--- src/sv/rebq_pkg.sv ---
// rebq_pkg: shared types and constants for the rotary encoder and button qualifier
// used by rebq_step and rotary_encoder_button_qualifier; no dependencies
package rebq_pkg;

  localparam int unsigned AddrWidth = 4;
  localparam int unsigned DataWidth = 32;

  localparam logic [15:0] DebounceReset = 16'd50;
  localparam logic [15:0] HoldReset     = 16'd1000;
  localparam logic [15:0] FastGapReset  = 16'd100;
  localparam logic [7:0]  FastStepReset = 8'd5;

  typedef enum logic [1:0] {
    REG_DEBOUNCE  = 2'd0,
    REG_HOLD      = 2'd1,
    REG_FAST_GAP  = 2'd2,
    REG_FAST_STEP = 2'd3
  } reg_idx_t;

  typedef enum logic [1:0] {
    CMD_SAMPLE  = 2'd0,
    CMD_CLEAR   = 2'd1,
    CMD_RESTART = 2'd2
  } cmd_t;

  typedef struct packed {
    logic [15:0] debounce_ms;
    logic [15:0] hold_ms;
    logic [15:0] fast_gap_ms;
    logic [7:0]  fast_step;
  } cfg_t;

  typedef struct packed {
    logic        prev_a;
    logic        prev_b;
    logic        prev_pressed;
    logic        push_flag;
    logic [31:0] switch_edge_time;
    logic [31:0] hold_start_time;
    logic [31:0] last_step_time;
    logic [15:0] position_count;
    logic [15:0] clicks_held;
  } state_t;

  typedef struct packed {
    logic [15:0] position;
    logic [15:0] click_count;
    logic        pushed;
    logic        pressed;
    logic        long_pressed;
    logic        any_activity;
  } result_t;

endpackage

--- src/sv/rotary_encoder_button_qualifier.sv ---
// rotary_encoder_button_qualifier: top level with config registers, state and output skid
// depends on rebq_pkg and rebq_step
// a result is registered into the output register, or into the skid entry while the output register is stalled
// throughput: one item per cycle while in_stall is low; rebq_step computes the state update combinationally
// a two-entry output buffer keeps input transfers going while one result waits
// reset (rst_n low, synchronous): registers to defaults, encoder levels high, counts cleared
module rotary_encoder_button_qualifier
  import rebq_pkg::*;
(
  input  logic                 clk,
  input  logic                 rst_n,
  input  logic                 in_valid,
  output logic                 in_stall,
  input  logic [1:0]           in_cmd,
  input  logic [31:0]          in_now_ms,
  input  logic                 in_pin_a,
  input  logic                 in_pin_b,
  input  logic                 in_pin_switch,
  output logic                 out_valid,
  input  logic                 out_stall,
  output logic signed [15:0]   out_position,
  output logic [15:0]          out_click_count,
  output logic                 out_pushed,
  output logic                 out_pressed,
  output logic                 out_long_pressed,
  output logic                 out_any_activity,
  input  logic                 psel,
  input  logic                 penable,
  input  logic                 pwrite,
  input  logic [AddrWidth-1:0] paddr,
  input  logic [DataWidth-1:0] pwdata,
  output logic [DataWidth-1:0] prdata,
  output logic                 pready
);

  cfg_t     cfg_r;
  cfg_t     cfg_nxt;
  state_t   state_r;
  state_t   state_nxt;
  state_t   step_state;
  result_t  step_result;
  result_t  out_r;
  result_t  out_nxt;
  result_t  skid_r;
  result_t  skid_nxt;
  logic     out_valid_r;
  logic     out_valid_nxt;
  logic     skid_valid_r;
  logic     skid_valid_nxt;
  logic     in_xfer;
  logic     out_xfer;
  logic     cfg_wr;
  reg_idx_t cfg_idx;

  assign pready   = 1'b1;
  assign cfg_wr   = psel && penable && pwrite;
  assign cfg_idx  = reg_idx_t'(paddr[3:2]);

  // register write
  always_comb begin
    cfg_nxt = cfg_r;
    if (cfg_wr) begin
      unique case (cfg_idx)
        REG_DEBOUNCE:  cfg_nxt.debounce_ms = pwdata[15:0];
        REG_HOLD:      cfg_nxt.hold_ms     = pwdata[15:0];
        REG_FAST_GAP:  cfg_nxt.fast_gap_ms = pwdata[15:0];
        REG_FAST_STEP: cfg_nxt.fast_step   = pwdata[7:0];
        default:       cfg_nxt = cfg_r;
      endcase
    end
  end

  // register read
  always_comb begin
    unique case (cfg_idx)
      REG_DEBOUNCE:  prdata = {16'd0, cfg_r.debounce_ms};
      REG_HOLD:      prdata = {16'd0, cfg_r.hold_ms};
      REG_FAST_GAP:  prdata = {16'd0, cfg_r.fast_gap_ms};
      REG_FAST_STEP: prdata = {24'd0, cfg_r.fast_step};
      default:       prdata = '0;
    endcase
  end

  rebq_step u_step (
    .cfg        (cfg_r),
    .state      (state_r),
    .cmd        (in_cmd),
    .now_ms     (in_now_ms),
    .pin_a      (in_pin_a),
    .pin_b      (in_pin_b),
    .pin_switch (in_pin_switch),
    .state_nxt  (step_state),
    .result     (step_result)
  );

  assign in_stall = skid_valid_r;
  assign in_xfer  = in_valid && !skid_valid_r;
  assign out_xfer = out_valid_r && !out_stall;

  assign state_nxt = in_xfer ? step_state : state_r;

  // output buffer with skid entry
  always_comb begin
    out_nxt        = out_r;
    skid_nxt       = skid_r;
    out_valid_nxt  = out_valid_r;
    skid_valid_nxt = skid_valid_r;
    if (!out_valid_r || out_xfer) begin
      if (skid_valid_r) begin
        out_nxt        = skid_r;
        out_valid_nxt  = 1'b1;
        skid_valid_nxt = 1'b0;
      end else if (in_xfer) begin
        out_nxt       = step_result;
        out_valid_nxt = 1'b1;
      end else begin
        out_valid_nxt = 1'b0;
      end
    end else if (in_xfer) begin
      skid_nxt       = step_result;
      skid_valid_nxt = 1'b1;
    end
  end

  always_ff @(posedge clk) begin
    if (!rst_n) begin
      cfg_r.debounce_ms       <= DebounceReset;
      cfg_r.hold_ms           <= HoldReset;
      cfg_r.fast_gap_ms       <= FastGapReset;
      cfg_r.fast_step         <= FastStepReset;
      state_r.prev_a           <= 1'b1;
      state_r.prev_b           <= 1'b1;
      state_r.prev_pressed     <= 1'b0;
      state_r.push_flag        <= 1'b0;
      state_r.switch_edge_time <= '0;
      state_r.hold_start_time  <= '0;
      state_r.last_step_time   <= '0;
      state_r.position_count   <= '0;
      state_r.clicks_held      <= '0;
      out_valid_r              <= 1'b0;
      skid_valid_r             <= 1'b0;
    end else begin
      cfg_r        <= cfg_nxt;
      state_r      <= state_nxt;
      out_valid_r  <= out_valid_nxt;
      skid_valid_r <= skid_valid_nxt;
    end
  end

  always_ff @(posedge clk) begin
    out_r  <= out_nxt;
    skid_r <= skid_nxt;
  end

  assign out_valid        = out_valid_r;
  assign out_position     = $signed(out_r.position);
  assign out_click_count  = out_r.click_count;
  assign out_pushed       = out_r.pushed;
  assign out_pressed      = out_r.pressed;
  assign out_long_pressed = out_r.long_pressed;
  assign out_any_activity = out_r.any_activity;

endmodule

--- src/sv/rebq_step.sv ---
// rebq_step: next state and status for one transfer (quadrature decode, clicks, clear, restart)
// depends on rebq_pkg
module rebq_step
  import rebq_pkg::*;
(
  input  cfg_t        cfg,
  input  state_t      state,
  input  logic [1:0]  cmd,
  input  logic [31:0] now_ms,
  input  logic        pin_a,
  input  logic        pin_b,
  input  logic        pin_switch,
  output state_t      state_nxt,
  output result_t     result
);

  logic        sw;
  logic [31:0] held_old;
  logic        pr_old;
  logic        act_old;
  logic [31:0] step_gap;
  logic [15:0] inc;
  logic [31:0] held_new;
  logic [31:0] hold_new;
  logic        pr_new;
  logic        pu_new;

  assign sw       = ~pin_switch;
  assign held_old = now_ms - state.switch_edge_time;
  assign pr_old   = state.prev_pressed && (held_old > {16'd0, cfg.debounce_ms});
  assign act_old  = (state.position_count != 16'd0) || (state.clicks_held != 16'd0) || pr_old;
  assign step_gap = now_ms - state.last_step_time;
  assign inc      = (step_gap > {16'd0, cfg.fast_gap_ms}) ? 16'd1 : {8'd0, cfg.fast_step};

  always_comb begin
    state_nxt = state;
    unique case (cmd_t'(cmd))
      CMD_SAMPLE: begin
        if (sw != state.prev_pressed) begin
          if (!sw && (held_old > {16'd0, cfg.debounce_ms}) &&
              (held_old < {16'd0, cfg.hold_ms})) begin
            state_nxt.clicks_held = state.clicks_held + 16'd1;
          end
          state_nxt.prev_pressed     = sw;
          state_nxt.push_flag        = sw;
          state_nxt.switch_edge_time = now_ms;
          state_nxt.hold_start_time  = now_ms;
        end
        if ((pin_a != state.prev_a) || (pin_b != state.prev_b)) begin
          if (pin_a != pin_b) begin
            if ((pin_a && !pin_b) == state.prev_a) begin
              state_nxt.position_count = state.position_count + inc;
            end else begin
              state_nxt.position_count = state.position_count - inc;
            end
            state_nxt.last_step_time = now_ms;
          end
          state_nxt.prev_a = pin_a;
          state_nxt.prev_b = pin_b;
        end
      end
      CMD_CLEAR: begin
        if (act_old) begin
          state_nxt.position_count = 16'd0;
          state_nxt.clicks_held    = 16'd0;
          state_nxt.push_flag      = 1'b0;
        end
      end
      CMD_RESTART: begin
        state_nxt.hold_start_time = now_ms;
      end
      default: begin
        state_nxt = state;
      end
    endcase
  end

  assign held_new = now_ms - state_nxt.switch_edge_time;
  assign hold_new = now_ms - state_nxt.hold_start_time;
  assign pr_new   = state_nxt.prev_pressed && (held_new > {16'd0, cfg.debounce_ms});
  assign pu_new   = state_nxt.push_flag && pr_new;

  always_comb begin
    result.position     = state_nxt.position_count;
    result.click_count  = state_nxt.clicks_held;
    result.pushed       = pu_new;
    result.pressed      = pr_new;
    result.long_pressed = state_nxt.prev_pressed && (hold_new > {16'd0, cfg.hold_ms});
    result.any_activity = (state_nxt.position_count != 16'd0) ||
                          (state_nxt.clicks_held != 16'd0) || pu_new || pr_new;
  end

endmodule
--- config.mk ---
export PLATFORM = sky130hd
export DESIGN_NAME = rotary_encoder_button_qualifier
export DESIGN_NICKNAME = d
export VERILOG_FILES = /design/src/sv/rebq_pkg.sv /design/src/sv/rotary_encoder_button_qualifier.sv /design/src/sv/rebq_step.sv
export SDC_FILE = /design/constraint.sdc
export NUM_CORES = 1
export LEC_CHECK = 0
export BUFFER_PORTS_ARGS = -buffer_cell sky130_fd_sc_hd__buf_2
export CAP_MARGIN = 20
export CORE_AREA = 2 2 233 281
export DETAILED_ROUTE_END_ITERATION = 10
export DIE_AREA = 0 0 235 283
export PLACE_DENSITY_LB_ADDON = 0.2
export SLEW_MARGIN = 10
export SYNTH_ARGS = -nofsm -noshare
export SYNTH_HDL_FRONTEND = slang
export SYNTH_SLANG_ARGS = --single-unit
--- constraint.sdc ---
create_clock -name clk -period 10.85 [get_ports clk]
set_input_delay 0 -clock clk [delete_from_list [all_inputs] [get_ports clk]]
set_output_delay 0 -clock clk [all_outputs]
set_load 0.01 [all_outputs]
Word-level counts from Yosys, hierarchy flattened

Index checks and enable logic that the tools add are counted.

Add/subtract/negate cells: 7
$lt $le $gt $ge: 5
Equality and inequality tests: 10
Muxes and demuxes: 19
Bitwise logic cells: 3
Reduce and logical (&&, ||, !) cells: 38

Operators by type and width:

| cell                    | number |
|---|---|
| $gt A32 B16 Y1          | 4 |
| $pmux W32 S2            | 2 |
| $pmux W32 S4            | 1 |
| $sub A32 B32 Y32        | 4 |
| $mux W16                | 5 |
| $mux W36                | 2 |
| $mux W66                | 1 |
| $mux W32                | 2 |
| $reduce_bool A16 Y1     | 4 |
| $lt A32 B16 Y1          | 1 |
| $add A16 B1 Y16 const B | 1 |
| $add A16 B16 Y16        | 1 |
| $sub A16 B16 Y16        | 1 |
| $reduce_and A2 Y1       | 6 |
| $logic_and A1 B1 Y1     | 11 |
| $mux W8                 | 1 |
| $logic_or A1 B1 Y1      | 7 |
| $eq A2 B2 Y1 const B    | 3 |
| $eq A2 B1 Y1 const B    | 2 |
| $logic_not A1 Y1        | 4 |
| $logic_not A2 Y1        | 2 |
| $mux W1                 | 4 |
| $ne A1 B1 Y1            | 4 |
| $reduce_and A4 Y1       | 1 |
| 6 further kinds         | 8 |

Register bits after elaboration: 262
Bits of input ports: 80
Output and inout bits: 71
Word-level logic and storage cells: 109

Depth between registers and ports, before layout

Word-level depth: 14
Mapped depth: 44

By module

From an unflattened synthesis, not the netlist that was laid out.

Cell total of the unflattened synthesis: 2853
Area total of the unflattened synthesis: 22957.0 um^2

By module, submodules not included:

| module                          | times used | cells each | area an instance (um^2) |
|---|---|---|---|
| rebq_step                       | 1          | 1881       | 12698.4 |
| rotary_encoder_button_qualifier | 1          | 972        | 10258.6 |

Worst setup path after synthesis

Ideal clock, no wire load.

Path type: register -> register
Start: register state_r[33] in the netlist's numbering
End: register out_r (netlist bit out_any_activity), data pin
Library setup time: 0.279 ns
Arrival: 7.950 ns
Data required time: 10.571 ns
Path slack: 2.621 ns
Stages on the path, launching flop included: 42
Path through: dfxtp_1 > inv_1 > ha_1 > nor2b_1 > o31a_1 > o31a_1 > o21ai_0 > nand2b_1 > a21o_1 > a21oi_1 > xnor2_1 > ha_1 > a21o_1 > a21o_1 > a21o_1 > a21oi_1 > nor2b_1 > o21ai_0 > (+6 left out) > clkbuf_1 > or2_2 > ha_1 > nor2_1 > xnor2_1 > ha_1 > o21ai_0 > o21ai_0 > a311o_1 > o31ai_1 > xor2_1 > nor2_1 > or4_1 > nor3_1 > nor4bb_1 > nand4_1 > nor4_4 > a41oi_2

Word-level cells in the longest chain between the ends: 14
Elaborated cells between the ends (all ways): 15
Those cells by class: 3 x add/sub; 1 x order compare; 7 x mux; 4 x reduce/logical

RTL lines:

| element                                              | line                                   | RTL |
|---|---|---|
| start: declaration                                   | rotary_encoder_button_qualifier.sv:38  | `state_t state_r;` |
| start signal: assignment                             | rotary_encoder_button_qualifier.sv:144 | `state_r <= state_nxt;` |
| $sub A32 B32 Y32 (*)                                 | rebq_step.sv:32                        | `assign step_gap = now_ms - state.last_step_time;` |
| $gt A32 B16 Y1 (*)                                   | rebq_step.sv:33                        | `assign inc = (step_gap > {16'd0, cfg.fast_gap_ms}) ? 16'd1 : {8'd0, cfg.fast_step};` |
| $mux W8 (*)                                          | rebq_step.sv:33                        |  |
| $sub A16 B16 Y16 or $add A16 B16 Y16 (tied branches) | rebq_step.sv:54, rebq_step.sv:52       |  |
| $mux W16 (*)                                         | rebq_step.sv:51                        | `if ((pin_a && !pin_b) == state.prev_a) begin` |
| $mux W16 (*)                                         | rebq_step.sv:50                        | `if (pin_a != pin_b) begin` |
| $mux W16 (*)                                         | rebq_step.sv:49                        | `if ((pin_a != state.prev_a) \|\| (pin_b != state.prev_b)) begin` |
| $pmux W32 S2 (*)                                     | rebq_step.sv:37                        | `unique case (cmd_t'(cmd))` |
| $reduce_bool A16 Y1 (*)                              | rebq_step.sv:89                        | `result.any_activity = (state_nxt.position_count != 16'd0) \|\|` |
| $logic_or A1 B1 Y1 (*)                               | rebq_step.sv:89                        |  |
| $logic_or A1 B1 Y1 (*) (2 in a row)                  | rebq_step.sv:90                        | `(state_nxt.clicks_held != 16'd0) \|\| pu_new \|\| pr_new;` |
| $mux W36 (*)                                         | rotary_encoder_button_qualifier.sv:113 | `end else if (in_xfer) begin` |
| $mux W36 (*)                                         | rotary_encoder_button_qualifier.sv:109 | `if (skid_valid_r) begin` |
| end signal: assignment                               | rotary_encoder_button_qualifier.sv:151 | `out_r <= out_nxt;` |
| end: declaration                                     | rotary_encoder_button_qualifier.sv:42  | `result_t out_r;` |

Every way passes the cells marked *; elsewhere a longest branch is shown, timed or not. The select of a mux whose other input is x is not followed.
A chain may end at the register's enable or synchronous reset.

Final worst setup path

Same ends and word-level chain as after synthesis.

==> impl_metrics.ini <==
[setup_path]
cp.arrival_ns = 9.62
worst_setup_path_end_kind = register
crit_slowest_cell = or3b_2
cp_max_fo = 9
critPathBufInv = 1
crit_type = reg -> reg
required_ns = 11.10
path_delay_family = simple AND/OR/NAND/NOR gates
cpPeakStageDelay_ns = 0.64
start_kind = register

[timing]
skew_ns = 0.0163
tns_ns = 0
rsz0062_at_grt = no
hold_violations = 0
fin_crit_sh_pct = 86.4
max_freq_mhz = 107
tightestPinTransition_ns = 1.04
slew_violations = 0
min_period_ns = 9.37
finalSetupViolCount = 0
maxSlewHeadroom_pct = 30.4

[placed_design]
io_buffers = 115
hpwl_um = 54500
globalplace.congestion = 0.883

[logic_synthesis]
syn_inst = 2717
synth-seq-cells = 262
synth.distinct_cells = 94
ys_warn_count = 0
syn_area_mm2 = 0.0215
ys_async_sr_fraction_pct = 0
syn_area_per_cell_um2 = 7.90
ys_seq_area_share_pct = 27.8
synthFlopType = dfxtp_1
synth_edf_count = 72

[die]
dieArea_mm2 = 0.0665
num_rows = 102
start_util_pct = 33.6
die_y_um = 283
core_area_mm2 = 0.0639
pin_count = 151
die_width_um = 235

[clock_tree]
cts_tree = done
root_buffer = clkbuf_16
htreeDepth = 2
clk_pin_slew_ns = 0.06
cts.sinks = 262
clock_latency_ns = 0.54
cts_resized = 0
postCtsSetupRepairBufs = 0
clockBufferDepth = 3
cts_buffers = 34

[finish]
drive_gt1_share_pct = 9.76
final_cell_mix = nand2_1 (409), a21oi_1 (270), nor2_1 (226)
final_core_util_pct = 38.3
fillCellCount = 6562
final_nets = 3143
areaGrowthSynthToFinish_pct = 14.2
final_common_cell = nand2_1

[job]
drv_cap = 0

[power]
power_density_mw_per_mm2 = 128
p_leak_uw = 0.00962
vdd_drop_max_v = 0.0000723

[detailed_routing]
vias = 20300
wl_per_cell_um = 19.2
drt_pass1_iterations = 7
first_iter_violations = 1228
final_antenna_net_count = 0
drcViolationCount = 0
vias_per_cell = 5.49
drt-total-wl_um = 70900

[grt]
grt.overflow.total = 0
grt_pass1_wl_um = 112000
grt_max_degree = 94
gr-usage-all-layers_pct = 20.9
grt_pass1_vias = 19900
antenna_found_initial = 0

[worst_hold_path]
hp-class = in -> reg

[status]
status = finished clean
## final timing paths
check	from	to	slack [ns]	cells after the start
max	state_r[33]	out_any_activity	1.48	40
min	in_cmd[1]	skid_r[11]	0.09	3
max reg2reg	state_r[33]	out_any_activity	1.48	40
min reg2reg	state_r[89]	state_r[89]	0.45	2
## where the power goes
group | internal, uW | switching (uW) | total [uW]
Combinational | 375 | 560 | 935
Clock | 662 | 460 | 1120
Sequential | 1050 | 24.5 | 1070
## metal layers
metal | vias to the layer above | global-route usage (%) | part of all wire (%) | routed length (um)
li1 | 10000 | - | - | -
met1 | 9716 | 25.3 | 43 | 30500
met2 | 428 | 38.0 | 50 | 35700
met3 | 109 | 2.09 | 3.1 | 2200
met4 | 0 | 7.48 | 3.5 | 2460
met5 | - | 0 | 0 | 0
## cells in the mapped netlist (all sizes together) (30+ instances only)
cell	instances	share of area, %
nand4	43	1.4
edfxtp	72	10
nand3	47	1.1
xnor2	58	2.4
inv	165	2.9
nor2b	33	0.96
clkbuf	98	1.7
a211oi	45	1.6
mux2i	91	4.2
nor2	229	4.0
dfxtp	190	18
ha	223	13
a21oi	272	6.4
nor3	65	1.5
o211ai	35	1.2
nand2	410	7.2
mux2	30	1.6
o21a	39	1.4
a21o	54	1.9
o21ai	123	2.9
## sequential cells by signal, indices dropped and copies added (netlist names)
name / cells
in_stall: 1
out_any_activity: 1
out_click_count: 16
cfg_r: 56
skid_r: 36
out_long_pressed: 1
out_position: 16
out_pressed: 1
out_valid: 1
state_r: 132
out_pushed: 1
## cell families after synthesis
| group | count (synthesis) | share of synthesized area, % |
|---|---|---|
| other | 2 | 0.0350 |
| AO/OA/AOI/OAI | 739 | 22.0 |
| flip-flops | 262 | 27.8 |
| multiplexers | 129 | 6.66 |
| AND/OR/NAND/NOR | 981 | 21.1 |
| XOR/XNOR | 86 | 3.51 |
| adder cells (fa/ha/maj) | 228 | 13.5 |
| buffers and inverters | 290 | 5.42 |
## worst min-delay path: stages
cell and delay (ns):
buf_2 0.20, o21ai_1 0.12, o31ai_2 0.16
## metrics by stage
step | area, um2 | std cells | power, uW | hold slack (ns) | setup slack, ns
2_1_floorplan | 21500 | 2732 | 1750 | 0.0957 | 2.62
3_3_place_gp | 22800 | 3572 | 1990 | 0.256 | 1.57
3_5_place_dp | 22800 | 3572 | 2010 | 0.274 | 1.51
4_1_cts | 24500 | 3690 | 3160 | 0.0437 | 1.47
5_1_grt | 24500 | 3692 | 3310 | 0.0589 | 0.701
6_report | 24500 | 3694 | 3130 | 0.0866 | 1.48
## timing repair
item	CTS	global route
endpoints found under the setup margin	0	0
hold buffers	57	0
hold endpoints to repair	146	0
## layout make-up
class / count / area, um2 / share of cell area, %
Multi-Input combinational cell: 2180 / 14500 / 59.0
Sequential cell: 262 / 5970 / 24.3
Timing Repair Buffer: 192 / 1310 / 5.34
Tap cell: 832 / 1040 / 4.25
Clock buffer: 49 / 1030 / 4.20
Inverter: 165 / 624 / 2.55
Clock inverter: 12 / 76.3 / 0.312
Antenna cell: 2 / 5.00 / 0.0204
(Power assumes the default switching activity.)
